$ cat src/hdl/ldfw_pkg.sv
// Shared types and constants for the decimal field writer.
// No dependencies; the other design files and the checker refer to it by scoped names.
package ldfw_pkg;

  localparam int unsigned NUM_W       = 17;
  localparam int unsigned COL_W       = 6;
  localparam int unsigned PLACE_W     = 14;
  localparam int unsigned DIGIT_W     = 4;
  localparam int unsigned BYTE_W      = 8;
  localparam int unsigned FIELD_BYTES = 6;
  localparam int unsigned CNT_W       = 3;

  localparam logic [NUM_W-1:0]   NUM_MAX     = 17'd99999;
  localparam logic [PLACE_W-1:0] PLACE_10000 = 14'd10000;
  localparam logic [PLACE_W-1:0] PLACE_1000  = 14'd1000;
  localparam logic [PLACE_W-1:0] PLACE_100   = 14'd100;
  localparam logic [PLACE_W-1:0] PLACE_10    = 14'd10;
  localparam logic [BYTE_W-1:0]  ASCII_ZERO  = 8'h30;
  localparam logic [BYTE_W-1:0]  ASCII_SPACE = 8'h20;

  // Item in flight through the digit pipeline. digits[3] is the
  // ten-thousands digit once all four stages are passed, digits[0] the tens.
  typedef struct packed {
    logic [NUM_W-1:0]              rem;
    logic [BYTE_W-1:0]             cmd;
    logic [3:0][DIGIT_W-1:0]       digits;
  } work_t;

endpackage

$ cat src/hdl/ldfw_digit_stage.sv
// One register stage of the digit pipeline: split off the leading digit
// for a given place value. Depends on ldfw_pkg.
module ldfw_digit_stage (
  input  logic                            clk,
  input  logic                            rst_n,
  input  logic [ldfw_pkg::PLACE_W-1:0]    place,
  input  logic                            up_valid,
  output logic                            up_ready,
  input  ldfw_pkg::work_t                 up_data,
  output logic                            dn_valid,
  input  logic                            dn_ready,
  output ldfw_pkg::work_t                 dn_data
);

  logic            vld_r;
  ldfw_pkg::work_t data_r;
  ldfw_pkg::work_t data_nxt;
  logic [ldfw_pkg::DIGIT_W-1:0] digit;
  logic [ldfw_pkg::NUM_W-1:0]   place_ext;

  assign place_ext = {{(ldfw_pkg::NUM_W-ldfw_pkg::PLACE_W){1'b0}}, place};

  // Compare against each multiple in parallel; the remainder is below ten
  // places, so the largest passing multiple is the digit.
  always_comb begin
    digit = '0;
    for (int k = 1; k < 10; k++) begin
      if (up_data.rem >= ldfw_pkg::NUM_W'(k * place_ext)) begin
        digit = ldfw_pkg::DIGIT_W'(k);
      end
    end
  end

  always_comb begin
    data_nxt        = up_data;
    data_nxt.rem    = up_data.rem - ldfw_pkg::NUM_W'(digit * place_ext);
    data_nxt.digits = {up_data.digits[2:0], digit};
  end

  assign up_ready = !vld_r || dn_ready;

  always_ff @(posedge clk) begin
    if (!rst_n) begin
      vld_r <= 1'b0;
    end else if (up_ready) begin
      vld_r <= up_valid;
    end
  end

  always_ff @(posedge clk) begin
    if (up_ready && up_valid) begin
      data_r <= data_nxt;
    end
  end

  assign dn_valid = vld_r;
  assign dn_data  = data_r;

endmodule

$ cat src/hdl/ldfw_serializer.sv
// Output serializer: blank leading zeros, build the six display bytes and
// send them one per cycle while out_tready is high. Depends on ldfw_pkg.
module ldfw_serializer (
  input  logic                          clk,
  input  logic                          rst_n,
  input  logic                          up_valid,
  output logic                          up_ready,
  input  ldfw_pkg::work_t               up_data,
  output logic                          out_tvalid,
  input  logic                          out_tready,
  output logic [ldfw_pkg::BYTE_W-1:0]   out_tdata,
  output logic                          out_tuser,
  output logic                          out_tlast
);

  localparam logic [ldfw_pkg::CNT_W-1:0] CNT_FULL = ldfw_pkg::CNT_W'(ldfw_pkg::FIELD_BYTES);
  localparam logic [ldfw_pkg::CNT_W-1:0] CNT_ONE  = ldfw_pkg::CNT_W'(1);

  logic [ldfw_pkg::FIELD_BYTES-1:0][ldfw_pkg::BYTE_W-1:0] bytes_r, bytes_nxt, load_bytes;
  logic [ldfw_pkg::CNT_W-1:0] cnt_r, cnt_nxt;
  logic [4:0][ldfw_pkg::DIGIT_W-1:0] dig;
  logic [4:0] shown;
  logic take_out, load;

  // dig[4] is ten-thousands, dig[0] units.
  assign dig = {up_data.digits, up_data.rem[ldfw_pkg::DIGIT_W-1:0]};

  always_comb begin
    shown[4] = (dig[4] != '0);
    for (int i = 3; i >= 1; i--) begin
      shown[i] = shown[i+1] || (dig[i] != '0);
    end
    shown[0] = 1'b1;
    load_bytes[0] = up_data.cmd;
    for (int i = 0; i < 5; i++) begin
      load_bytes[5-i] = shown[i] ? (ldfw_pkg::ASCII_ZERO | {4'h0, dig[i]})
                                 : ldfw_pkg::ASCII_SPACE;
    end
  end

  assign take_out = out_tvalid && out_tready;
  assign up_ready = (cnt_r == '0) || ((cnt_r == CNT_ONE) && out_tready);
  assign load     = up_ready && up_valid;

  always_comb begin
    cnt_nxt   = cnt_r;
    bytes_nxt = bytes_r;
    if (load) begin
      cnt_nxt   = CNT_FULL;
      bytes_nxt = load_bytes;
    end else if (take_out) begin
      cnt_nxt   = cnt_r - CNT_ONE;
      bytes_nxt = bytes_r >> ldfw_pkg::BYTE_W;
    end
  end

  always_ff @(posedge clk) begin
    if (!rst_n) begin
      cnt_r <= '0;
    end else begin
      cnt_r <= cnt_nxt;
    end
  end

  always_ff @(posedge clk) begin
    bytes_r <= bytes_nxt;
  end

  assign out_tvalid = (cnt_r != '0);
  assign out_tdata  = bytes_r[0];
  assign out_tuser  = (cnt_r != CNT_FULL);
  assign out_tlast  = (cnt_r == CNT_ONE);

endmodule

$ cat src/hdl/lcd_decimal_field_writer.sv
// Top level of the decimal field writer: clamp, four digit stages and the
// output serializer. Depends on ldfw_pkg, ldfw_digit_stage, ldfw_serializer.
//
// Each input item (number, row, column) yields six items on the output: a
// set-position command ({1, row, column}, tuser low) and then five ASCII
// characters of the number, most significant first, with leading zeros
// shown as spaces and the units digit always shown (tuser high, tlast on the
// sixth). Numbers above 99999 print as 99999. The output channel moves one
// byte per cycle while out_tready is high; the next item loads into the
// serializer in the cycle its predecessor's last byte is taken, so the byte
// stream runs without gaps. An accepted item passes the four digit stages
// and then the serializer load register before its first byte goes out.
// Up to four further items queue in the digit pipeline while the serializer
// is busy.
module lcd_decimal_field_writer (
  input  logic        clk,
  input  logic        rst_n,
  input  logic        in_tvalid,
  output logic        in_tready,
  input  logic [23:0] in_tdata,   // [16:0] number, [17] row, [23:18] column
  output logic        out_tvalid,
  input  logic        out_tready,
  output logic [7:0]  out_tdata,  // [7:0] lcd_byte
  output logic        out_tuser,  // [0] is_data
  output logic        out_tlast
);

  logic [ldfw_pkg::NUM_W-1:0] number;
  logic                       row;
  logic [ldfw_pkg::COL_W-1:0] column;
  ldfw_pkg::work_t            entry;

  logic            [4:0] vld;
  logic            [4:0] rdy;
  ldfw_pkg::work_t [4:0] wrk;
  logic [3:0][ldfw_pkg::PLACE_W-1:0] places;

  assign number = in_tdata[16:0];
  assign row    = in_tdata[17];
  assign column = in_tdata[23:18];

  // Clamp and form the position command: 0x80 | column or 0xC0 | column.
  always_comb begin
    entry.rem    = (number > ldfw_pkg::NUM_MAX) ? ldfw_pkg::NUM_MAX : number;
    entry.cmd    = {1'b1, row, column};
    entry.digits = '0;
  end

  assign places = {ldfw_pkg::PLACE_10, ldfw_pkg::PLACE_100,
                   ldfw_pkg::PLACE_1000, ldfw_pkg::PLACE_10000};

  assign vld[0]    = in_tvalid;
  assign wrk[0]    = entry;
  assign in_tready = rdy[0];

  // Split one digit per stage, ten-thousands first.
  for (genvar s = 0; s < 4; s++) begin : g_stage
    ldfw_digit_stage u_stage (
      .clk      (clk),
      .rst_n    (rst_n),
      .place    (places[s]),
      .up_valid (vld[s]),
      .up_ready (rdy[s]),
      .up_data  (wrk[s]),
      .dn_valid (vld[s+1]),
      .dn_ready (rdy[s+1]),
      .dn_data  (wrk[s+1])
    );
  end

  ldfw_serializer u_ser (
    .clk        (clk),
    .rst_n      (rst_n),
    .up_valid   (vld[4]),
    .up_ready   (rdy[4]),
    .up_data    (wrk[4]),
    .out_tvalid (out_tvalid),
    .out_tready (out_tready),
    .out_tdata  (out_tdata),
    .out_tuser  (out_tuser),
    .out_tlast  (out_tlast)
  );

  // The final byte of a run is always a character.
  a_last_is_char: assert property (@(posedge clk) disable iff (!rst_n)
    out_tvalid && out_tlast |-> out_tuser)
    else $error("last byte is not a character");

  // A command byte always carries the set-position bit.
  a_cmd_bit: assert property (@(posedge clk) disable iff (!rst_n)
    out_tvalid && !out_tuser |-> out_tdata[7])
    else $error("command byte without set-position bit");

  // Characters follow a taken command without a gap.
  a_cmd_then_char: assert property (@(posedge clk) disable iff (!rst_n)
    out_tvalid && out_tready && !out_tuser |=> out_tvalid && out_tuser)
    else $error("no character after command");

  // Every character is a space or a decimal digit.
  a_char_set: assert property (@(posedge clk) disable iff (!rst_n)
    out_tvalid && out_tuser |->
      (out_tdata == 8'h20) || ((out_tdata >= 8'h30) && (out_tdata <= 8'h39)))
    else $error("character out of set");

endmodule

$ cat config.mk
export PLATFORM = sky130hd
export DESIGN_NAME = lcd_decimal_field_writer
export DESIGN_NICKNAME = d
export VERILOG_FILES = /design/src/hdl/ldfw_pkg.sv /design/src/hdl/ldfw_digit_stage.sv /design/src/hdl/ldfw_serializer.sv /design/src/hdl/lcd_decimal_field_writer.sv
export SDC_FILE = /design/constraint.sdc
export NUM_CORES = 1
export LEC_CHECK = 0
export BUFFER_PORTS_ARGS = -buffer_cell sky130_fd_sc_hd__buf_2
export CORE_AREA = 2 2 167 169
export CTS_CLUSTER_DIAMETER = 30
export CTS_CLUSTER_SIZE = 12
export DETAILED_ROUTE_END_ITERATION = 12
export DIE_AREA = 0 0 169 171
export PLACE_DENSITY_LB_ADDON = 0.15
export SLEW_MARGIN = 20
export SYNTH_ARGS = -nofsm -noshare
export SYNTH_HDL_FRONTEND = slang
export SYNTH_SLANG_ARGS = --single-unit
$ cat constraint.sdc
create_clock -name clk -period 9.14 [get_ports clk]
set_clock_uncertainty 0.15 [all_clocks]
set_input_delay 0.914 -clock clk [delete_from_list [all_inputs] [get_ports clk]]
set_output_delay 0.914 -clock clk [all_outputs]
set_load 0.05 [all_outputs]
==> Word-level counts from Yosys, hierarchy flattened <==
Index checks and enable logic that the tools add are counted.
{ "totals": {"elab_cells": 153, "in_bits": 28, "output_inout_bits": 12, "regBits": 176} }
{ "op_classes": {"bitwise": 1, "n_mul": 4, "magnitude_cmp": 37, "addsub": 5, "n_eq_ne": 2, "n_mux": 45, "reduce_logical": 27} }
{ "ops": {"columns": ["operator", "count"], "rows": [
  ["2-to-1 mux 44 bit", 2],
  ["greater-or-equal comparator 17 x 10 -> 1 bit (second input constant)", 5],
  ["greater-or-equal comparator 17 x 13 -> 1 bit (second input constant)", 4],
  ["greater-or-equal comparator 17 x 7 -> 1 bit (second input constant)", 4],
  ["2-to-1 mux 3 bit", 18],
  ["greater-or-equal comparator 17 x 16 -> 1 bit (second input constant)", 3],
  ["greater-or-equal comparator 17 bit (second input constant)", 3],
  ["greater-or-equal comparator 17 x 6 -> 1 bit (second input constant)", 3],
  ["greater-or-equal comparator 17 x 9 -> 1 bit (second input constant)", 3],
  ["subtractor 17 bit", 3],
  ["greater-or-equal comparator 17 x 12 -> 1 bit (second input constant)", 2],
  ["greater-or-equal comparator 17 x 14 -> 1 bit (second input constant)", 2],
  ["greater-or-equal comparator 17 x 15 -> 1 bit (second input constant)", 2],
  ["greater-or-equal comparator 17 x 5 -> 1 bit (second input constant)", 2],
  ["2-to-1 mux 4 bit", 8],
  ["2-to-1 mux 5 bit", 4],
  ["greater-or-equal comparator 17 x 11 -> 1 bit (second input constant)", 1],
  ["greater-or-equal comparator 17 x 4 -> 1 bit (second input constant)", 1],
  ["greater-or-equal comparator 17 x 8 -> 1 bit (second input constant)", 1],
  ["greater-than comparator 17 bit (second input constant)", 1],
  ["2-to-1 mux 17 bit", 1],
  ["2-to-1 mux 2 bit", 8],
  ["nonzero test 4 bit", 4],
  ["multiplier 4 x 10 -> 13 bit (second input constant)", 1],
  ["16 further kinds", 35]
]} }

==> Depth between registers and ports, before layout <==
Gate-level depths: netlist (run 1).
{ "logic_depth": {"word_depth": 14, "depth_mapped": 24, "ltp_nobuf": 23} }

==> Modules after synthesis <==
A second synthesis (run 1) with hierarchy kept.
{ "unflattened": {"cells_unflattened": 4167, "area_unflattened_um2": 38772.2} }
{ "by_module_without_submodules": {"columns": ["mod", "cells_each", "area_each_um2", "seq_area_each_um2", "instances"], "rows": [
  ["ldfw_digit_stage (g_stage[2].u_stage)", 1020, 9412.8, 1251.2, 1],
  ["ldfw_digit_stage (g_stage[3].u_stage)", 1013, 9126.3, 1251.2, 1],
  ["ldfw_digit_stage (g_stage[1].u_stage)", 997, 9102.5, 1251.2, 1],
  ["ldfw_digit_stage (g_stage[0].u_stage)", 981, 9022.4, 1251.2, 1],
  ["ldfw_serializer", 129, 1930.6, 1161.1, 1],
  ["lcd_decimal_field_writer", 27, 177.7, 0.0, 1]
]} }

==> Worst setup path after synthesis (run 1) <==
No wires, ideal clock.
{ "synth_path": {"path_kind": "input to register", "startpoint": "input port in_tdata[7]", "endpoint": "register g_stage[0].u_stage.data_r, in the netlist g_stage[0].u_stage.dn_data[40] (data pin)", "stages": 19, "required_ps": 8728, "setup_slack_ps": 3609, "setup_ps": 262, "n_path_buf": 1, "arrival_time_ps": 5119, "path_cell_list": "buf_2 > or4_1 > a311o_1 > a31oi_1 > o31ai_1 > nand2_1 > nand2_1 > fa_1 > inv_1 > ha_1 > inv_1 > fa_1 > xnor2_1 > nor4b_1 > nor3_1 > nand4_1 > a31oi_1 > o21ai_1 > xor2_1"} }
{ "synth_lines": {"columns": ["item", "line_no", "source"], "rows": [
  ["start, declared", "lcd_decimal_field_writer.sv:20", "input logic [23:0] in_tdata,"],
  ["end signal, assigned", "ldfw_digit_stage.sv:52", "data_r <= data_nxt;"],
  ["end, declared", "ldfw_digit_stage.sv:16", "ldfw_pkg::work_t data_r;"]
]} }

==> impl_metrics.tcl, run 1 <==
set metrics [dict create \
    synth.area.top_cells "edfxtp_1, ha_1, fa_1" \
    instances_no_fill 1191 \
    grt_pass1_wl_um 29400 \
    place.gp.congestion 0.839 \
    clock-root-buffer "clkbuf_16" \
    yosys_warnings 0 \
    nNetsFinal 942 \
    cts_tree "built" \
    cts_hold_buf 0 \
    die_h_um 171 \
    place_ws_ns 2.99 \
    clockBufferDepth 2 \
    placedCellCount 1159 \
    ys_types 66 \
    seq_area_frac_synth 0.526 \
    io_buffers 39 \
    critPathKind "flip-flop to flip-flop" \
    wl_per_cell_um 15.1 \
    synthMostInstantiatedCell "edfxtp_1" \
    post-route-util 0.386 \
    cts_buffers 17 \
    outcome "finished, final reports clean" \
    track_usage 0.129 \
    cts_setup_buffers 0 \
    tns_ns 0 \
    stdcell_area_um2 10500 \
    final_max_slew_viol_count 0 \
    p_leak_nw 3.97 \
    postLayoutSetupSlackWorst_ns 3.31 \
    grt_antenna_before_repair 0 \
    initial_core_util 0.344 \
    multi_input_area_um2 4100 \
    syn_area_um2 9390 \
    fin_crit_sh 0.638 \
    synth_area_leader_cell "edfxtp_1" \
    reg2reg_from "g_stage[0].u_stage.dn_data[39]" \
    rows 61 \
    grt_pass1_vias 5725 \
    timing.fmax_mhz 172 \
    path_clk_slew_ns 0.07 \
    ir_worst_vdd_mv 0.242 \
    start_kind "flip-flop" \
    htreeDepth 4 \
    cts_sinks 167 \
    cts.repair.resized 0 \
    seqCellArea_um2 4930 \
    syn_avg_cell_area_um2 11.8 \
    synth_xor_area_frac 0.0466 \
    cp.required_ns 9.15 \
    synth_compound_gate_area_share 0.122 \
    grt_overflow 0 \
    yosys-top-cells-count "edfxtp_1, ha_1, inv_1, nor2_1, a21oi_1" \
    grt_setup_unrepaired "no" \
    crit_path_end_kind "flip-flop" \
    met2_wirelength_um 8450 \
    antenna_cells 0 \
    synthFlopType "edfxtp_1" \
    synthToLayoutAreaGrowth_pct 12.3 \
    ant_nets 0 \
    fillCellCount 2667 \
    core_area_um2 27300 \
    vias_per_cell 4.93 \
    drt_iter0_markers 390 \
    wl_met1_um 8900 \
    setup_viol 0 \
    cp.arrival_ns 5.84 \
    hp-start "g_stage[1].u_stage.dn_data[7]" \
    route.detailed.drc 0 \
    min_period_ns 5.83 \
    dr.pass1.iters 5 \
    syn-instance-count 798 \
    drive_gt1_frac 0.142 \
    hold_viol 0 \
    synth_edf_count 159 \
    worstSkewPairLatency_ns 0.42 \
    tightest_slew_ns 0.991 \
    cp_max_fo 6 \
    dieWidth_um 169 \
    synth_top_area_frac 0.509 \
    maxUsedRoutingLayer "met4" \
    p_per_area_nw_per_um2 332 \
    crit_start "g_stage[0].u_stage.dn_data[39]" \
    post-dp-hpwl_um 13200 \
    hp-class "flip-flop to flip-flop" \
    synthMuxAreaShare 0.0296 \
    slew_headroom 0.338 \
    syn_nets 908 \
    wl_um 18000 \
    ys_seq_elements 167 \
    vias 5874 \
    dieArea_um2 28900 \
    dr_wl_met3_um 517 \
    async_reset_ff_frac 0 \
    grt_max_degree 39 \
    synth_top_family_by_area "compound AO/OA/AOI/OAI gates" \
    synthAdderAreaFrac 0.121 \
    synthSimpleGateAreaFrac 0.112 \
    drv_cap 0 \
    io_pins 40 \
    placed_cell_area_um2 9940 \
]
where the power goes:
part / internal (mW) / leakage, nW / switching [mW]
Clock: 0.371 / 0.288 / 0.339
Combinational: 0.690 / 2.16 / 0.902
Sequential: 1.09 / 1.52 / 0.107
final cells by class:
| class | instances | area share |
|---|---|---|
| repair buffers | 44 | 0.0221 |
| clock buffers | 17 | 0.0404 |
| well taps | 346 | 0.0411 |
| flip-flops and latches | 167 | 0.468 |
| inverters | 64 | 0.0228 |
| clock inverters | 15 | 0.0166 |
| multi-input cells | 538 | 0.389 |
layer usage:
layer  global-route usage  vias up
li1                     -     2992
met1                0.176     2782
met2                0.209       92
met3               0.0236        8
met4               0.0405        0
met5                    0        -
worst max-delay path: stages, from the launching register on:
cell and delay, ns:
edfxtp_1 0.47, nor3_1 0.29, nand2b_1 0.11, nor4_1 0.43, nor2_1 0.07, o21ai_0 0.50, inv_1 0.37, ha_1 0.41
fa_1 0.54, inv_1 0.06, fa_1 0.44, inv_1 0.07, a21oi_1 0.05, o21bai_1 0.20, a21o_1 0.15, a21oi_1 0.07
xor2_1 0.16, ha_1 0.40, nand3_1 0.10, o2111ai_1 0.26, a21oi_1 0.12, xor2_1 0.15
final timing paths:
check	end	slack, ns	cells after the start
hold / removal	g_stage[2].u_stage.dn_data[11]	0.26	0
setup / recovery	g_stage[1].u_stage.dn_data[38]	3.31	21
setup reg to reg	g_stage[1].u_stage.dn_data[38]	3.31	21
hold reg to reg	g_stage[2].u_stage.dn_data[11]	0.26	0
state kept, by name, summed over array words and instances, names as in the netlist:
signal,flops
g_stage.u_stage.dn_data,123
u_ser.cnt_r,3
u_ser.bytes_r,29
g_stage.u_stage.dn_valid,4
u_ser.out_tdata,8
layout by cell type (no fill, tap or decap), types with 22 or more instances in the layout:
| cell type | n |
|---|---|
| nand2_1 | 41 |
| ha_1 | 67 |
| edfxtp_1 | 159 |
| xnor2_1 | 31 |
| buf_2 | 39 |
| o21ai_0 | 37 |
| inv_1 | 64 |
| a21oi_1 | 46 |
| mux2_2 | 22 |
| nor2_1 | 57 |
cells by family after synthesis:
logic type	after synthesis
simple gates	205
mux	25
xor+xnor	50
buf+inv	93
compound gates	176
flops	167
fa+ha+maj	82
metrics by stage:
stage,power [mW],hold slack (ns)
final,3.50,0.262
after floorplan,2.50,0.250
after detailed placement,2.81,0.255
after CTS,3.54,0.270
after global routing,3.80,0.271
after global placement,2.82,0.251
(Power assumes the default switching activity.)
==> run 2, diff against run 1 <==
--- a/config.mk
+++ b/config.mk
@@ -5,12 +5,13 @@
 export SDC_FILE = /design/constraint.sdc
 export NUM_CORES = 1
 export LEC_CHECK = 0
+export ABC_AREA = 1
 export BUFFER_PORTS_ARGS = -buffer_cell sky130_fd_sc_hd__buf_2
-export CORE_AREA = 2 2 167 169
+export CORE_AREA = 2 2 172 174
 export CTS_CLUSTER_DIAMETER = 30
 export CTS_CLUSTER_SIZE = 12
 export DETAILED_ROUTE_END_ITERATION = 12
-export DIE_AREA = 0 0 169 171
+export DIE_AREA = 0 0 174 176
 export PLACE_DENSITY_LB_ADDON = 0.15
 export SLEW_MARGIN = 20
 export SYNTH_ARGS = -nofsm -noshare
==> constraint.sdc (replaced) <==
create_clock -name clk -period 5.6 [get_ports clk]
set_clock_uncertainty 0.15 [all_clocks]
set_input_delay 0.56 -clock clk [delete_from_list [all_inputs] [get_ports clk]]
set_output_delay 0.56 -clock clk [all_outputs]
set_load 0.05 [all_outputs]
==> impl_metrics.tcl, run 2 <==
set metrics [dict create \
    outcome "finished, final reports clean" \
    grt_pass1_wl_um 33400 \
    cts_buffers 17 \
    syn-instance-count 1041 \
    dieArea_um2 30600 \
    crit_family "adder cells" \
    fillCellCount 2856 \
    reg2reg_from "g_stage[0].u_stage.dn_data[38]" \
    drive_gt1_frac 0.140 \
    cts_sinks 167 \
    start_kind "flip-flop" \
    worstSkewPairLatency_ns 0.43 \
    dieWidth_um 174 \
    cpMaxStageDelayCell "fa_1" \
    track_usage 0.136 \
    path_depth 24 \
    place.gp.congestion 0.873 \
    grt_pass1_vias 6806 \
    syn_area_um2 9940 \
    syn_avg_cell_area_um2 9.55 \
    fin_crit_sh 0.942 \
    dr.pass1.iters 5 \
    worst-r2r-cell-count 24 \
    p_per_area_nw_per_um2 550 \
    final_max_slew_viol_count 0 \
    synth_edf_count 159 \
    ir_worst_vdd_mv 0.311 \
    placed_cell_area_um2 10600 \
    core_area_um2 28500 \
    io_buffers 39 \
    die_h_um 176 \
    ys_seq_elements 167 \
    stdcell_area_um2 11400 \
    layout_common_cells "nand2_1, inv_1, edfxtp_1" \
    vias 6893 \
    yosys_warnings 0 \
    synthFlopType "edfxtp_1" \
    synth.area.top_cells "edfxtp_1, ha_1, nand2_1" \
    crit_start "g_stage[0].u_stage.dn_data[38]" \
    p_leak_nw 4.83 \
    tightest_slew_ns 0.964 \
    clockBufferDepth 2 \
    wl_per_cell_um 13.2 \
    cp_max_fo 4 \
    timing.fmax_mhz 190 \
    synthToLayoutAreaGrowth_pct 14.5 \
    crit_path_end "g_stage[1].u_stage.dn_data[40]" \
    r2r_setup_slack_ns 0.32 \
    htreeDepth 4 \
    synth_top_area_frac 0.480 \
    tns_ns 0 \
    vias_per_cell 4.59 \
    rows 62 \
    async_reset_ff_frac 0 \
    place_ws_ns 0.101 \
    critPathKind "flip-flop to flip-flop" \
    finalPower_mw 6.26 \
    seq_area_frac_synth 0.496 \
    whs_ns 0.163 \
    ys_types 53 \
    grt_setup_unrepaired "yes" \
    hold_viol 0 \
    cts_tree "built" \
    post-route-util 0.399 \
    critPathBufInv 4 \
    cp.required_ns 5.62 \
    syn_nets 1151 \
    clock-root-buffer "clkbuf_16" \
    min_period_ns 5.28 \
    cp_cell_sequence "nor2_1 > inv_1 > or2_4 > nor2_4 > inv_1 > or2_1 > a31oi_2 > nand2_1 > a21oi_2 > inv_1 > fa_1 > inv_2 > fa_1 > ha_4 > a21oi_1 > nand2_1 > nand3_1 > o211ai_1 > xnor2_1 > ha_1 > a21oi_1 > o2111ai_4 > o21ai_1 > o21ai_0" \
    drv_cap 0 \
    synth_area_leader_cell "edfxtp_1" \
    postLayoutSetupSlackWorst_ns 0.323 \
    placedCellCount 1463 \
    setup_viol 0 \
    cp.arrival_ns 5.29 \
    hp-class "input pin to flip-flop" \
    grt_max_degree 40 \
    grt_overflow 0 \
    synthMostInstantiatedCell "nand2_1" \
    drt_iter0_markers 489 \
    crit_path_frequent_cell "inv_1" \
    nNetsFinal 1215 \
    critPathMaxStageDelay_ns 0.60 \
    ant_nets 0 \
    instances_no_fill 1502 \
    io_pins 40 \
    reg2reg_to "g_stage[1].u_stage.dn_data[40]" \
    post-dp-hpwl_um 14900 \
    initial_core_util 0.348 \
    route.detailed.drc 0 \
    antenna_cells 0 \
    cts_hold_buf 0 \
    final_common_cell "nand2_1" \
    yosys-top-cells-count "nand2_1, inv_1, edfxtp_1, nor2_1, ha_1" \
    wl_um 19800 \
    grt_antenna_before_repair 0 \
    path_clk_slew_ns 0.07 \
    crit_path_end_kind "flip-flop" \
    largest_reg_flops 123 \
    slew_headroom 0.354 \
]
## run 2: cell types whose count changed in the layout (fill, tap and decap cells not counted), sizes merged, moves of 18 or more
cell,before,now
nand2,41,226
inv,72,180
nor2,58,110
nand3,9,39
mux2,22,0
buf,44,62
## run 2: timing repair
item	in CTS	in global routing
buffers inserted	0	7
gates resized for setup	0	19
setup endpoints to repair	0	9
## run 2: worst min path at each step
stage                                        start                             end  slack (ns)  depth (start not counted)
global route                          in_tdata[19]  g_stage[0].u_stage.dn_data[17]        0.13                          1
CTS                                   in_tdata[19]  g_stage[0].u_stage.dn_data[17]        0.14                          1
global placement     g_stage[2].u_stage.dn_data[0]   g_stage[3].u_stage.dn_data[4]        0.25                          0
finish                                in_tdata[19]  g_stage[0].u_stage.dn_data[17]        0.16                          1
floorplan           g_stage[0].u_stage.dn_data[16]  g_stage[1].u_stage.dn_data[16]        0.25                          0
detailed placement  g_stage[0].u_stage.dn_data[19]  g_stage[1].u_stage.dn_data[19]        0.25                          0
## run 2: layout make-up
type	count	area, um^2	share of cell area
repair buffers	62	368	0.0323
clock buffers	17	425	0.0374
well taps	384	480	0.0422
multi-input cells	684	4340	0.382
flip-flops and latches	167	4930	0.434
clock inverters	15	179	0.0157
inverters	173	649	0.0571
## run 2: per-layer routing
layer,wire length [um],global-route usage,part of all wire,up-vias
met1,9770,0.184,0.49,3191
met3,563,0.0237,0.028,12
met4,206,0.0403,0.010,0
li1,-,-,-,3588
met2,9280,0.223,0.47,102
met5,0,0,0,-
## run 2: logic make-up after synthesis
logic type,after synthesis,synth area share
adder cells (fa/ha/maj),82,0.115
buffers and inverters,190,0.0771
AND/OR/NAND/NOR,416,0.185
flip-flops,167,0.496
XOR/XNOR,50,0.0440
AO/OA/AOI/OAI,136,0.0827
## run 2: power by group
group	switching, mW	internal (mW)	total, mW
clock network	0.566	0.608	1.17
logic	1.81	1.30	3.11
registers	0.146	1.84	1.98
total	2.52	3.75	6.26
